--- src/rtl/core/occ_pkg.sv ---
package occ_pkg;

   localparam int MAX_OBSTACLES_DEFAULT = 64;

   localparam int CSR_INDEX_WIDTH = 8;
   localparam int CSR_DATA_WIDTH  = 16;
   localparam int POSE_WIDTH      = 24;

   localparam logic [CSR_INDEX_WIDTH-1:0] CSR_CELL_SIZE   = 8'd0;
   localparam logic [CSR_INDEX_WIDTH-1:0] CSR_HALF_SIZE   = 8'd1;
   localparam logic [CSR_INDEX_WIDTH-1:0] CSR_THRESHOLD   = 8'd2;
   localparam logic [CSR_INDEX_WIDTH-1:0] CSR_GRID_SIDE   = 8'd3;

   localparam logic [1:0] ACT_CLEAR = 2'd0;
   localparam logic [1:0] ACT_LOAD  = 2'd1;
   localparam logic [1:0] ACT_QUERY = 2'd2;

   localparam logic [6:0] OCCUPIED_VALUE = 7'd100;
   localparam logic [6:0] FREE_VALUE     = 7'd0;

   typedef struct packed {
      logic [1:0]         action;
      logic signed [15:0] obstacle_x_mm;
      logic signed [15:0] obstacle_y_mm;
      logic [11:0]        cell_col;
      logic [11:0]        cell_row;
   } occ_req_type;

   typedef struct packed {
      logic [6:0] cell_value;
      logic [6:0] obstacle_count;
      logic       load_refused;
   } occ_rsp_type;

   typedef struct packed {
      logic [9:0]  cell_size_mm;
      logic [9:0]  obstacle_half_size_mm;
      logic [6:0]  occupied_threshold;
      logic [12:0] grid_side_cells;
   } occ_cfg_type;

   typedef struct packed {
      logic accept;     // latch request, apply clear or load
      logic pose_en;    // compute cell position, rewind scan
      logic scan_read;  // read table entry at scan index, advance
      logic load_out;   // move result into output register
   } occ_cmd_type;

   typedef struct packed {
      logic table_empty;
      logic scan_last;
      logic rsp_free;
   } occ_status_type;

   typedef enum logic [4:0] {
      ST_IDLE  = 5'b00001,
      ST_POSE  = 5'b00010,
      ST_SCAN  = 5'b00100,
      ST_DRAIN = 5'b01000,
      ST_RESP  = 5'b10000
   } occ_state_type;

endpackage

--- src/rtl/core/occ_csr.sv ---
module occ_csr
   import occ_pkg::*;
(
   input  logic                       clock,
   input  logic                       reset,
   input  logic                       csr_valid,
   output logic                       csr_ready,
   input  logic [CSR_INDEX_WIDTH-1:0] csr_index,
   input  logic [CSR_DATA_WIDTH-1:0]  csr_data,
   output occ_cfg_type                cfg
);

   occ_cfg_type cfg_ff;
   occ_cfg_type cfg_in;

   assign csr_ready = 1'b1;
   assign cfg       = cfg_ff;

   always_comb begin
      cfg_in = cfg_ff;
      if (csr_valid) begin
         case (csr_index)
            CSR_CELL_SIZE: cfg_in.cell_size_mm          = csr_data[9:0];
            CSR_HALF_SIZE: cfg_in.obstacle_half_size_mm = csr_data[9:0];
            CSR_THRESHOLD: cfg_in.occupied_threshold    = csr_data[6:0];
            CSR_GRID_SIDE: cfg_in.grid_side_cells       = csr_data[12:0];
            default:       cfg_in = cfg_ff;
         endcase
      end
   end

   always_ff @(posedge clock) begin
      if (reset) begin
         cfg_ff.cell_size_mm          <= 10'd100;
         cfg_ff.obstacle_half_size_mm <= 10'd114;
         cfg_ff.occupied_threshold    <= 7'd25;
         cfg_ff.grid_side_cells       <= 13'd200;
      end else begin
         cfg_ff <= cfg_in;
      end
   end

endmodule

--- src/rtl/core/occ_ctrl.sv ---
module occ_ctrl
   import occ_pkg::*;
(
   input  logic           clock,
   input  logic           reset,
   input  logic           req_valid,
   output logic           req_stall,
   input  logic [1:0]     req_action,
   input  occ_status_type status,
   output occ_cmd_type    cmd
);

   occ_state_type state_ff;
   occ_state_type state_in;

   assign req_stall = (state_ff != ST_IDLE);

   always_comb begin
      state_in = state_ff;
      cmd      = '0;
      case (state_ff)
         ST_IDLE: begin
            if (req_valid) begin
               cmd.accept = 1'b1;
               state_in   = (req_action == ACT_QUERY) ? ST_POSE : ST_RESP;
            end
         end
         ST_POSE: begin
            cmd.pose_en = 1'b1;
            state_in    = status.table_empty ? ST_RESP : ST_SCAN;
         end
         ST_SCAN: begin
            cmd.scan_read = 1'b1;
            if (status.scan_last) begin
               state_in = ST_DRAIN;
            end
         end
         ST_DRAIN: begin
            // last read lands and is compared this cycle
            state_in = ST_RESP;
         end
         ST_RESP: begin
            if (status.rsp_free) begin
               cmd.load_out = 1'b1;
               state_in     = ST_IDLE;
            end
         end
         default: state_in = ST_IDLE;
      endcase
   end

   always_ff @(posedge clock) begin
      if (reset) begin
         state_ff <= ST_IDLE;
      end else begin
         state_ff <= state_in;
      end
   end

endmodule

--- src/rtl/core/occ_dpath.sv ---
module occ_dpath
   import occ_pkg::*;
#(
   parameter int MAX_OBSTACLES = MAX_OBSTACLES_DEFAULT
)
(
   input  logic           clock,
   input  logic           reset,
   input  occ_cfg_type    cfg,
   input  occ_req_type    req_payload,
   input  occ_cmd_type    cmd,
   output occ_status_type status,
   output logic           rsp_valid,
   input  logic           rsp_stall,
   output occ_rsp_type    rsp_payload
);

   localparam int CW = $clog2(MAX_OBSTACLES + 1);
   localparam int AW = (MAX_OBSTACLES > 1) ? $clog2(MAX_OBSTACLES) : 1;
   localparam logic [CW-1:0] MAX_COUNT = CW'(MAX_OBSTACLES);

   logic [31:0]         obstacle_table_ff [MAX_OBSTACLES];
   logic [31:0]         rd_data_ff;
   logic                rd_valid_ff;
   logic [CW-1:0]       count_ff, count_in;
   logic [AW-1:0]       idx_ff, idx_in;
   logic [1:0]          action_ff;
   logic                refused_ff;
   logic [11:0]         col_ff, row_ff;
   logic signed [POSE_WIDTH-1:0] px_ff, py_ff;
   logic                hit_ff, hit_in;
   logic                rsp_valid_ff, rsp_valid_in;
   occ_rsp_type         rsp_ff;

   logic [11:0]         half_cells;
   logic signed [12:0]  dx, dy;
   logic signed [10:0]  cell_size_s;
   logic signed [POSE_WIDTH-1:0] radius, ox, oy;
   logic signed [POSE_WIDTH-1:0] x_lo, x_hi, y_lo, y_hi;
   logic                entry_hit;
   logic                table_full;
   logic                occupied;

   assign table_full = (count_ff >= MAX_COUNT);

   // cell offset from grid center, scaled to millimeters
   assign half_cells  = cfg.grid_side_cells[12:1];
   assign dx          = $signed({1'b0, col_ff}) - $signed({1'b0, half_cells});
   assign dy          = $signed({1'b0, row_ff}) - $signed({1'b0, half_cells});
   assign cell_size_s = $signed({1'b0, cfg.cell_size_mm});

   // strict square test against the entry read last cycle
   assign radius = $signed(POSE_WIDTH'(cfg.obstacle_half_size_mm));
   assign ox     = POSE_WIDTH'($signed(rd_data_ff[15:0]));
   assign oy     = POSE_WIDTH'($signed(rd_data_ff[31:16]));
   assign x_lo   = ox - radius;
   assign x_hi   = ox + radius;
   assign y_lo   = oy - radius;
   assign y_hi   = oy + radius;
   assign entry_hit = (px_ff > x_lo) && (px_ff < x_hi) && (py_ff > y_lo) && (py_ff < y_hi);

   assign occupied = (action_ff == ACT_QUERY) && hit_ff
                     && (OCCUPIED_VALUE > cfg.occupied_threshold);

   always_comb begin
      count_in = count_ff;
      if (cmd.accept) begin
         case (req_payload.action)
            ACT_CLEAR: count_in = '0;
            ACT_LOAD:  count_in = table_full ? count_ff : count_ff + CW'(1);
            default:   count_in = count_ff;
         endcase
      end
   end

   always_comb begin
      idx_in = idx_ff;
      if (cmd.pose_en) begin
         idx_in = '0;
      end else if (cmd.scan_read) begin
         idx_in = idx_ff + AW'(1);
      end
   end

   always_comb begin
      hit_in = hit_ff;
      if (cmd.pose_en) begin
         hit_in = 1'b0;
      end else if (rd_valid_ff && entry_hit) begin
         hit_in = 1'b1;
      end
   end

   always_comb begin
      rsp_valid_in = rsp_valid_ff;
      if (cmd.load_out) begin
         rsp_valid_in = 1'b1;
      end else if (!rsp_stall) begin
         rsp_valid_in = 1'b0;
      end
   end

   always_ff @(posedge clock) begin
      if (reset) begin
         count_ff     <= '0;
         rd_valid_ff  <= 1'b0;
         rsp_valid_ff <= 1'b0;
      end else begin
         count_ff     <= count_in;
         rd_valid_ff  <= cmd.scan_read;
         rsp_valid_ff <= rsp_valid_in;
      end
   end

   always_ff @(posedge clock) begin
      idx_ff <= idx_in;
      hit_ff <= hit_in;
      if (cmd.accept) begin
         action_ff  <= req_payload.action;
         refused_ff <= (req_payload.action == ACT_LOAD) && table_full;
         col_ff     <= req_payload.cell_col;
         row_ff     <= req_payload.cell_row;
      end
      if (cmd.pose_en) begin
         px_ff <= POSE_WIDTH'(cell_size_s * dx);
         py_ff <= POSE_WIDTH'(cell_size_s * dy);
      end
      if (cmd.load_out) begin
         rsp_ff.cell_value     <= occupied ? OCCUPIED_VALUE : FREE_VALUE;
         rsp_ff.obstacle_count <= 7'(count_ff);
         rsp_ff.load_refused   <= refused_ff;
      end
   end

   // obstacle table: one write port on load, one registered read port for the scan
   always_ff @(posedge clock) begin
      if (cmd.accept && (req_payload.action == ACT_LOAD) && !table_full) begin
         obstacle_table_ff[count_ff[AW-1:0]] <= {req_payload.obstacle_y_mm,
                                                 req_payload.obstacle_x_mm};
      end
      if (cmd.scan_read) begin
         rd_data_ff <= obstacle_table_ff[idx_ff];
      end
   end

   assign status.table_empty = (count_ff == '0);
   assign status.scan_last   = (CW'(idx_ff) == count_ff - CW'(1));
   assign status.rsp_free    = !rsp_valid_ff || !rsp_stall;

   assign rsp_valid   = rsp_valid_ff;
   assign rsp_payload = rsp_ff;

endmodule

--- src/rtl/core/occupancy_cell_classifier.sv ---
// Occupancy cell classifier: holds up to MAX_OBSTACLES obstacle positions and
// answers one result beat for every request beat.
// Request channel (req_): action 0 clears the table, 1 loads one obstacle,
// 2 queries a grid cell, 3 does nothing. A beat moves when req_valid is high
// and req_stall is low; req_stall is high while an item is in progress.
// Result channel (rsp_): cell_value (100 occupied, 0 free), the stored count
// and the refused flag for a load into a full table. rsp_valid comes from a
// register; hold rsp_stall high and the beat stays put.
// Configuration (csr_): index/data writes with valid/ready, ready always high;
// write only while the block is idle.
// Steps: clear, load and no-op go from accept straight to the result step. A
// query adds pose, scan and drain steps (no scan or drain on an empty table);
// the scan reads one entry per cycle through the single registered read port.
// The result appears the cycle after the item finishes, if the output
// register is free; a stalled result holds the block in its result step.
// Reset: synchronous; empties the table, restores register defaults
// (cell 100 mm, half side 114 mm, threshold 25, grid side 200 cells).
module occupancy_cell_classifier
   import occ_pkg::*;
#(
   parameter int MAX_OBSTACLES = MAX_OBSTACLES_DEFAULT
)
(
   input  logic                       clock,
   input  logic                       reset,
   input  logic                       req_valid,
   output logic                       req_stall,
   input  occ_req_type                req_payload,
   output logic                       rsp_valid,
   input  logic                       rsp_stall,
   output occ_rsp_type                rsp_payload,
   input  logic                       csr_valid,
   output logic                       csr_ready,
   input  logic [CSR_INDEX_WIDTH-1:0] csr_index,
   input  logic [CSR_DATA_WIDTH-1:0]  csr_data
);

   occ_cfg_type    cfg;
   occ_cmd_type    cmd;
   occ_status_type status;

   // register file
   occ_csr u_csr (
      .clock     (clock),
      .reset     (reset),
      .csr_valid (csr_valid),
      .csr_ready (csr_ready),
      .csr_index (csr_index),
      .csr_data  (csr_data),
      .cfg       (cfg)
   );

   // sequencer: accept, pose, scan, drain, respond
   occ_ctrl u_ctrl (
      .clock      (clock),
      .reset      (reset),
      .req_valid  (req_valid),
      .req_stall  (req_stall),
      .req_action (req_payload.action),
      .status     (status),
      .cmd        (cmd)
   );

   // table, pose math, compare and output register
   occ_dpath #(
      .MAX_OBSTACLES (MAX_OBSTACLES)
   ) u_dpath (
      .clock       (clock),
      .reset       (reset),
      .cfg         (cfg),
      .req_payload (req_payload),
      .cmd         (cmd),
      .status      (status),
      .rsp_valid   (rsp_valid),
      .rsp_stall   (rsp_stall),
      .rsp_payload (rsp_payload)
   );

endmodule

--- config.mk ---
export PLATFORM = sky130hd
export DESIGN_NAME = occupancy_cell_classifier
export DESIGN_NICKNAME = d
export VERILOG_FILES = /design/src/rtl/core/occ_pkg.sv /design/src/rtl/core/occ_csr.sv /design/src/rtl/core/occ_ctrl.sv /design/src/rtl/core/occ_dpath.sv /design/src/rtl/core/occupancy_cell_classifier.sv
export SDC_FILE = /design/constraint.sdc
export NUM_CORES = 2
export LEC_CHECK = 0
export BUFFER_PORTS_ARGS = -buffer_cell sky130_fd_sc_hd__buf_2
export CAP_MARGIN = 30
export CORE_MARGIN = 2
export CORE_UTILIZATION = 40
export DETAILED_ROUTE_END_ITERATION = 10
export PLACE_DENSITY = 0.66
export SYNTH_ARGS = -nofsm -noshare
export SYNTH_HDL_FRONTEND = slang
export SYNTH_SLANG_ARGS = --single-unit
--- constraint.sdc ---
create_clock -name clock -period 18.7 [get_ports clock]
set_clock_uncertainty 0.2 [all_clocks]
set_input_delay 2.805 -clock clock [delete_from_list [all_inputs] [get_ports clock]]
set_output_delay 2.805 -clock clock [all_outputs]
set_load 0.01 [all_outputs]
# After elaboration in Yosys (flattened, before gate mapping)
# Memories as Yosys holds them, arrays and structs flattened. A register that Yosys moved wholly into a read port is not among the register bits.
# Index checks and enable logic that the tools add are counted.
[totals]
latchBits = 0
output_inout_bits = 18
mem_bits_ro = 0
register_bits = 151
n_memories = 1
mem_bits_rw = 2048
[op_classes]
shift = 0
eq_ne = 18
add_sub_neg = 9
mux = 19
n_reduce_logical = 23
multipliers = 2
bitwise_logic = 0
magnitude_cmp = 6
n_div = 0
[mem_list]
columns = ["name", "words", "width", "read_ports", "rd_clocked_by_memory_dff", "write_ports", "line", "source"]
rows = [
  ["u_dpath.obstacle_table_ff", 64, 32, 1, 1, 1, "occ_dpath.sv:22", "logic [31:0] obstacle_table_ff [MAX_OBSTACLES];"],
]
[ops]
columns = ["cell", "count"]
rows = [
  ["greater-than comparator 24 bit", 2],
  ["< comparator 24 bit", 2],
  ["multiplier 11 x 13 -> 24 bit", 2],
  ["adder 16 x 11 -> 17 bit", 2],
  ["subtractor 16 x 11 -> 17 bit", 2],
  ["subtractor 12 x 12 -> 13 bit", 2],
  ["two-way mux 5 bit", 5],
  ["one-hot mux 5 bit (5 select lines)", 1],
  ["== test 8 x 2 -> 1 bit, second input constant", 2],
  ["two-way mux 7 bit", 2],
  ["one-hot mux 7 bit (2 select lines)", 1],
  ["two-way mux 1 bit", 10],
  ["logical AND 1 bit", 9],
  ["== test 8 x 1 -> 1 bit, second input constant", 1],
  ["zero test 8 bit", 1],
  ["inequality test 2 bit, second input constant", 4],
  ["AND reduction 2 bit", 4],
  ["adder 7 x 1 -> 7 bit, second input constant", 1],
  ["== test 6 x 7 -> 1 bit", 1],
  ["greater-or-equal comparator 7 bit, second input constant", 1],
  ["greater-than comparator 7 bit, first input constant", 1],
  ["zero test 7 bit", 1],
  ["subtractor 7 x 1 -> 7 bit, second input constant", 1],
  ["adder 6 x 1 -> 6 bit, second input constant", 1],
  ["other kinds (14)", 18],
]

# Logic depth before layout (Yosys ltp)
[depth]
depth_word = 6
ltp_mapped = 31
ltp_nobuf = 30

# Hierarchy
# From an unflattened synthesis, not the netlist that was laid out.
[unflattened]
hier_cells = 5307
area_unflattened_um2 = 99735.7
[by_module_without_submodules]
columns = ["module", "area_per_inst_um2", "instances", "cells_each"]
rows = [
  ["occ_dpath", 97723.7, 1, 5107],
  ["occ_csr", 1689.1, 1, 159],
  ["occ_ctrl", 322.8, 1, 41],
]

# Worst setup path after synthesis
# OpenSTA, ideal clock, no wires.
[synth_timing]
kind = "reg-to-reg"
from = "register u_dpath.row_ff[0]"
to = "register u_dpath.py_ff[23], data pin"
path_slack_ns = 11.571
required_time_ns = 18.240
setup_time_ns = 0.260
t_arrival_ns = 6.669
n_path_buf = 1
stages_incl_launch_ff = 30
period_less_slack_ns = 7.129
path_cell_list = "edfxtp_1 inv_1 ha_1 fa_1 nor2b_1 o21ai_0 a21boi_1 o21ai_0 a21oi_1 nor2_1 o211a_1 clkbuf_1 o21ai_0 fa_1 inv_1 fa_1 fa_1 fa_1 inv_1 fa_1 inv_1 ha_1 a21o_1 a21o_1 a21o_1 nor3_1 a21oi_1 a211o_1 a21oi_1 xnor2_1"
[synth_via]
elab_chain_cells = 2
[synth_rtl]
columns = ["element", "line", "source"]
rows = [
  ["start, declared", "occ_dpath.sv:29", "logic [11:0] col_ff, row_ff;"],
  ["start signal, assigned", "occ_dpath.sv:122", "row_ff <= req_payload.cell_row;"],
  ["subtractor 12 x 12 -> 13 bit", "occ_dpath.sv:49", "assign dy = $signed({1'b0, row_ff}) - $signed({1'b0, half_cells});"],
  ["multiplier 11 x 13 -> 24 bit", "occ_dpath.sv:126", "py_ff <= POSE_WIDTH'(cell_size_s * dy);"],
  ["end signal, assigned", "occ_dpath.sv:126", ""],
  ["end, declared", "occ_dpath.sv:30", "logic signed [POSE_WIDTH-1:0] px_ff, py_ff;"],
]
# No other way between the ends.
# A chain may end at the register's enable or synchronous reset.

# Worst setup path after layout
[layout_timing]
from = "register u_csr.cfg_ff, in the netlist u_csr.cfg[1]"
to = "register u_dpath.py_ff[22], data pin"
[layout_via]
elab_chain_cells = 2
[layout_rtl]
columns = ["element", "line", "source"]
rows = [
  ["start, declared", "occ_csr.sv:13", "occ_cfg_type cfg_ff;"],
  ["start signal, assigned", "occ_csr.sv:39", "cfg_ff <= cfg_in;"],
  ["subtractor 12 x 12 -> 13 bit", "occ_dpath.sv:49", ""],
  ["multiplier 11 x 13 -> 24 bit", "occ_dpath.sv:126", ""],
]
# No other way between the ends.

==> metrics.cfg <==
[detailed_routing]
drt_pass1_iterations = 6
route.detailed.wl_per_inst_um = 25.63
vias = 49740
route.detailed.drc = 0
drt_wl_total_um = 232800
drt_iter0_drc = 5013
routed_via_density = 5.476
postRouteAntennaNets = 0

[placement]
place.gp.congestion = 0.8234
dp_hpwl_um = 138500
pre_cts_slack_ns = 10.65
dp_cells = 8638
port_buffers = 96

[finish]
area_delta_synth_final_pct = 13.44
instances_no_fill = 9084
nNetsFinal = 6166
fill_cells = 20930
drive_gt1_share_pct = 23.41
postLayoutCoreUtil_pct = 45.52

[sta]
slew-limit-headroom_pct = 27.28
max_freq_mhz = 123.2
rsz0062_at_grt = false
setup_ws_ns = 10.58
fin_tns_setup_ns = 0
hold_viol = 0
min_period_ns = 8.118
slew_violations = 0
post-route-period-util_pct = 43.41
setup_viol = 0
tightest_slew_ns = 1.091

[power_and_ir_drop]
p_leak_nw = 37.22
irDropWorstVdd_v = 0.0001106
p_per_area_nw_per_um2 = 102.8

[global_routing]
grt_pass1_vias = 51030
grt_usage_pct = 18.42
grt_pass1_wl_um = 342300
overflow = 0
grt_max_degree = 143
antenna_found_initial = 23

[floorplan]
die_y_um = 503.0
ios = 105
rows = 183
die_area_um2 = 253000
fp.dieW_um = 503.0
core_area_um2 = 248200
initial_core_util_pct = 40.13

[yosys]
ys.flop_type = edfxtp_1
syn-instance-count = 5316
syn-cell-area_um2 = 99600
synth-seq-cells = 2222
yosysMostFrequentCell = edfxtp_1
ys_types = 68
synth_area_leader_cell = edfxtp_1
synthTopCellsByArea = edfxtp_1 (65%), mux4_2 (15%), fa_1 (5.0%), ha_1 (3.4%), inv_1 (1.6%)
yosys_warnings = 0
yosys.area.top_type_share_pct = 65.24
synth_edf_count = 2164
async_flop_share_pct = 0
synth_area_per_cell_um2 = 18.74
yosysSeqAreaShare_pct = 66.41
synth_common_cells = edfxtp_1 (2164), mux4_2 (672), inv_1 (419)

[worst_hold_path]
holdPathStages = 0
min-delay-start = u_dpath.refused_ff
hold_path.class = reg -> reg
min_to = u_dpath.rsp_payload[0]

[clock_network]
clkSlewWorstSetupHoldPaths_ns = 0.07
hold_buffers = 0
cts_buffers = 214
htreeDepth = 4
cts_sinks = 2222
post-cts-setup-buffer-count = 0
cts_tree = built
clkLatencyLatePin_ns = 0.90
cts_buffer_depth = 3
cts_root_buf = clkbuf_16
ctsResizeCount = 0

[worst_setup_path]
critical_path.most_common_cell = fa_1
reg2reg_depth = 27
r2r-start = u_csr.cfg[1]
endpoint_kind = flop
arrival_ns = 8.51
ff2ff_setup_slack_ns = 10.58
crit_start = u_csr.cfg[1]
path_delay_family = adder cells
path_buf_inv = 3
path_max_fanout = 10
worst_path_max_delay_cell = xnor2_1
critPathMaxStageDelay_ns = 0.82
cp-start-kind = flop
critical_path_class = reg -> reg
r2r_end = u_dpath.py_ff[22]
worstPathRequired_ns = 19.09

[outcome]
outcome = completed

[run]
maxCapViolations = 0

[worst max path at each step]
stage | slack (ns) | end | cells past startpoint
floorplan | 11.57 | u_dpath.py_ff[23] | 29
global placement | 10.67 | u_dpath.py_ff[22] | 27
detailed placement | 10.65 | u_dpath.py_ff[22] | 27
CTS | 10.56 | u_dpath.py_ff[22] | 27
global route | 10.08 | u_dpath.py_ff[23] | 27
finish | 10.58 | u_dpath.py_ff[22] | 27
[flip-flops by register name, indices dropped and copies added, names as in the netlist, 2 cells and up]
signal                     flops
u_csr.cfg                     37
u_dpath.obstacle_table_ff   2048
u_dpath.py_ff                 24
u_dpath.rd_data_ff            32
u_dpath.idx_ff                 6
u_dpath.rsp_payload            9
u_dpath.px_ff                 24
u_dpath.count_ff               7
u_ctrl.state_ff                5
u_dpath.col_ff                12
u_dpath.action_ff              2
u_dpath.row_ff                12
[report_power, final]
group	internal [mW]	switching (mW)
clock network	2.56	1.93
logic	0.648	0.934
registers	5.54	0.0104
total	8.75	2.87
[area by class of cell]
| cell class | instances | area [um^2] | area share (%) |
|---|---|---|---|
| inverters | 420 | 1577 | 1.395 |
| clock inverters | 153 | 1833 | 1.622 |
| multi-input cells | 2450 | 31420 | 27.81 |
| well taps | 3330 | 4167 | 3.688 |
| repair buffers | 251 | 2231 | 1.974 |
| clock buffers | 253 | 5583 | 4.941 |
| diodes | 5 | 12.51 | 0.01107 |
| flip-flops and latches | 2222 | 66160 | 58.56 |
[placed cells by master, fill, tap and decap left out, types with 64 or more instances in the layout]
| cell type | count |
|---|---|
| clkbuf_16 | 215 |
| ha_1 | 272 |
| nor2_1 | 135 |
| inv_1 | 419 |
| nor2_4 | 64 |
| nand2_1 | 193 |
| fa_1 | 248 |
| buf_4 | 108 |
| a21oi_1 | 93 |
| and2_1 | 93 |
| edfxtp_1 | 2164 |
| mux4_2 | 672 |
| o21ai_0 | 85 |
| nor2b_1 | 66 |
| xnor2_1 | 81 |
| buf_2 | 96 |
[through the flow]
stage,hold slack (ns),area (um^2),power (mW)
6_report,0.2439,113000,11.62
5_1_grt,0.2577,113000,12.11
4_1_cts,0.2315,112300,11.70
3_5_place_dp,0.2197,104900,7.207
3_3_place_gp,0.2058,104700,7.213
2_1_floorplan,0.2003,99610,6.779
[logic make-up after synthesis]
group	count (synthesis)	share of synthesized area (%)
mux	716	15.65
simple gates	731	3.598
compound gates	355	2.286
xor+xnor	123	1.082
flops	2222	66.41
buf+inv	647	2.568
fa+ha+maj	520	8.401
other cells	2	0.007540
[layer usage]
| metal | vias up | share of wire, % | global-route usage (%) |
|---|---|---|---|
| met4 | 8 | 2.7 | 5.147 |
| met1 | 26430 | 41 | 24.80 |
| met3 | 344 | 6.8 | 3.174 |
| met2 | 1710 | 50 | 30.89 |
| li1 | 21250 | - | - |
| met5 | - | 0.024 | 0 |
Note: power is estimated with default switching activity, not from simulation.
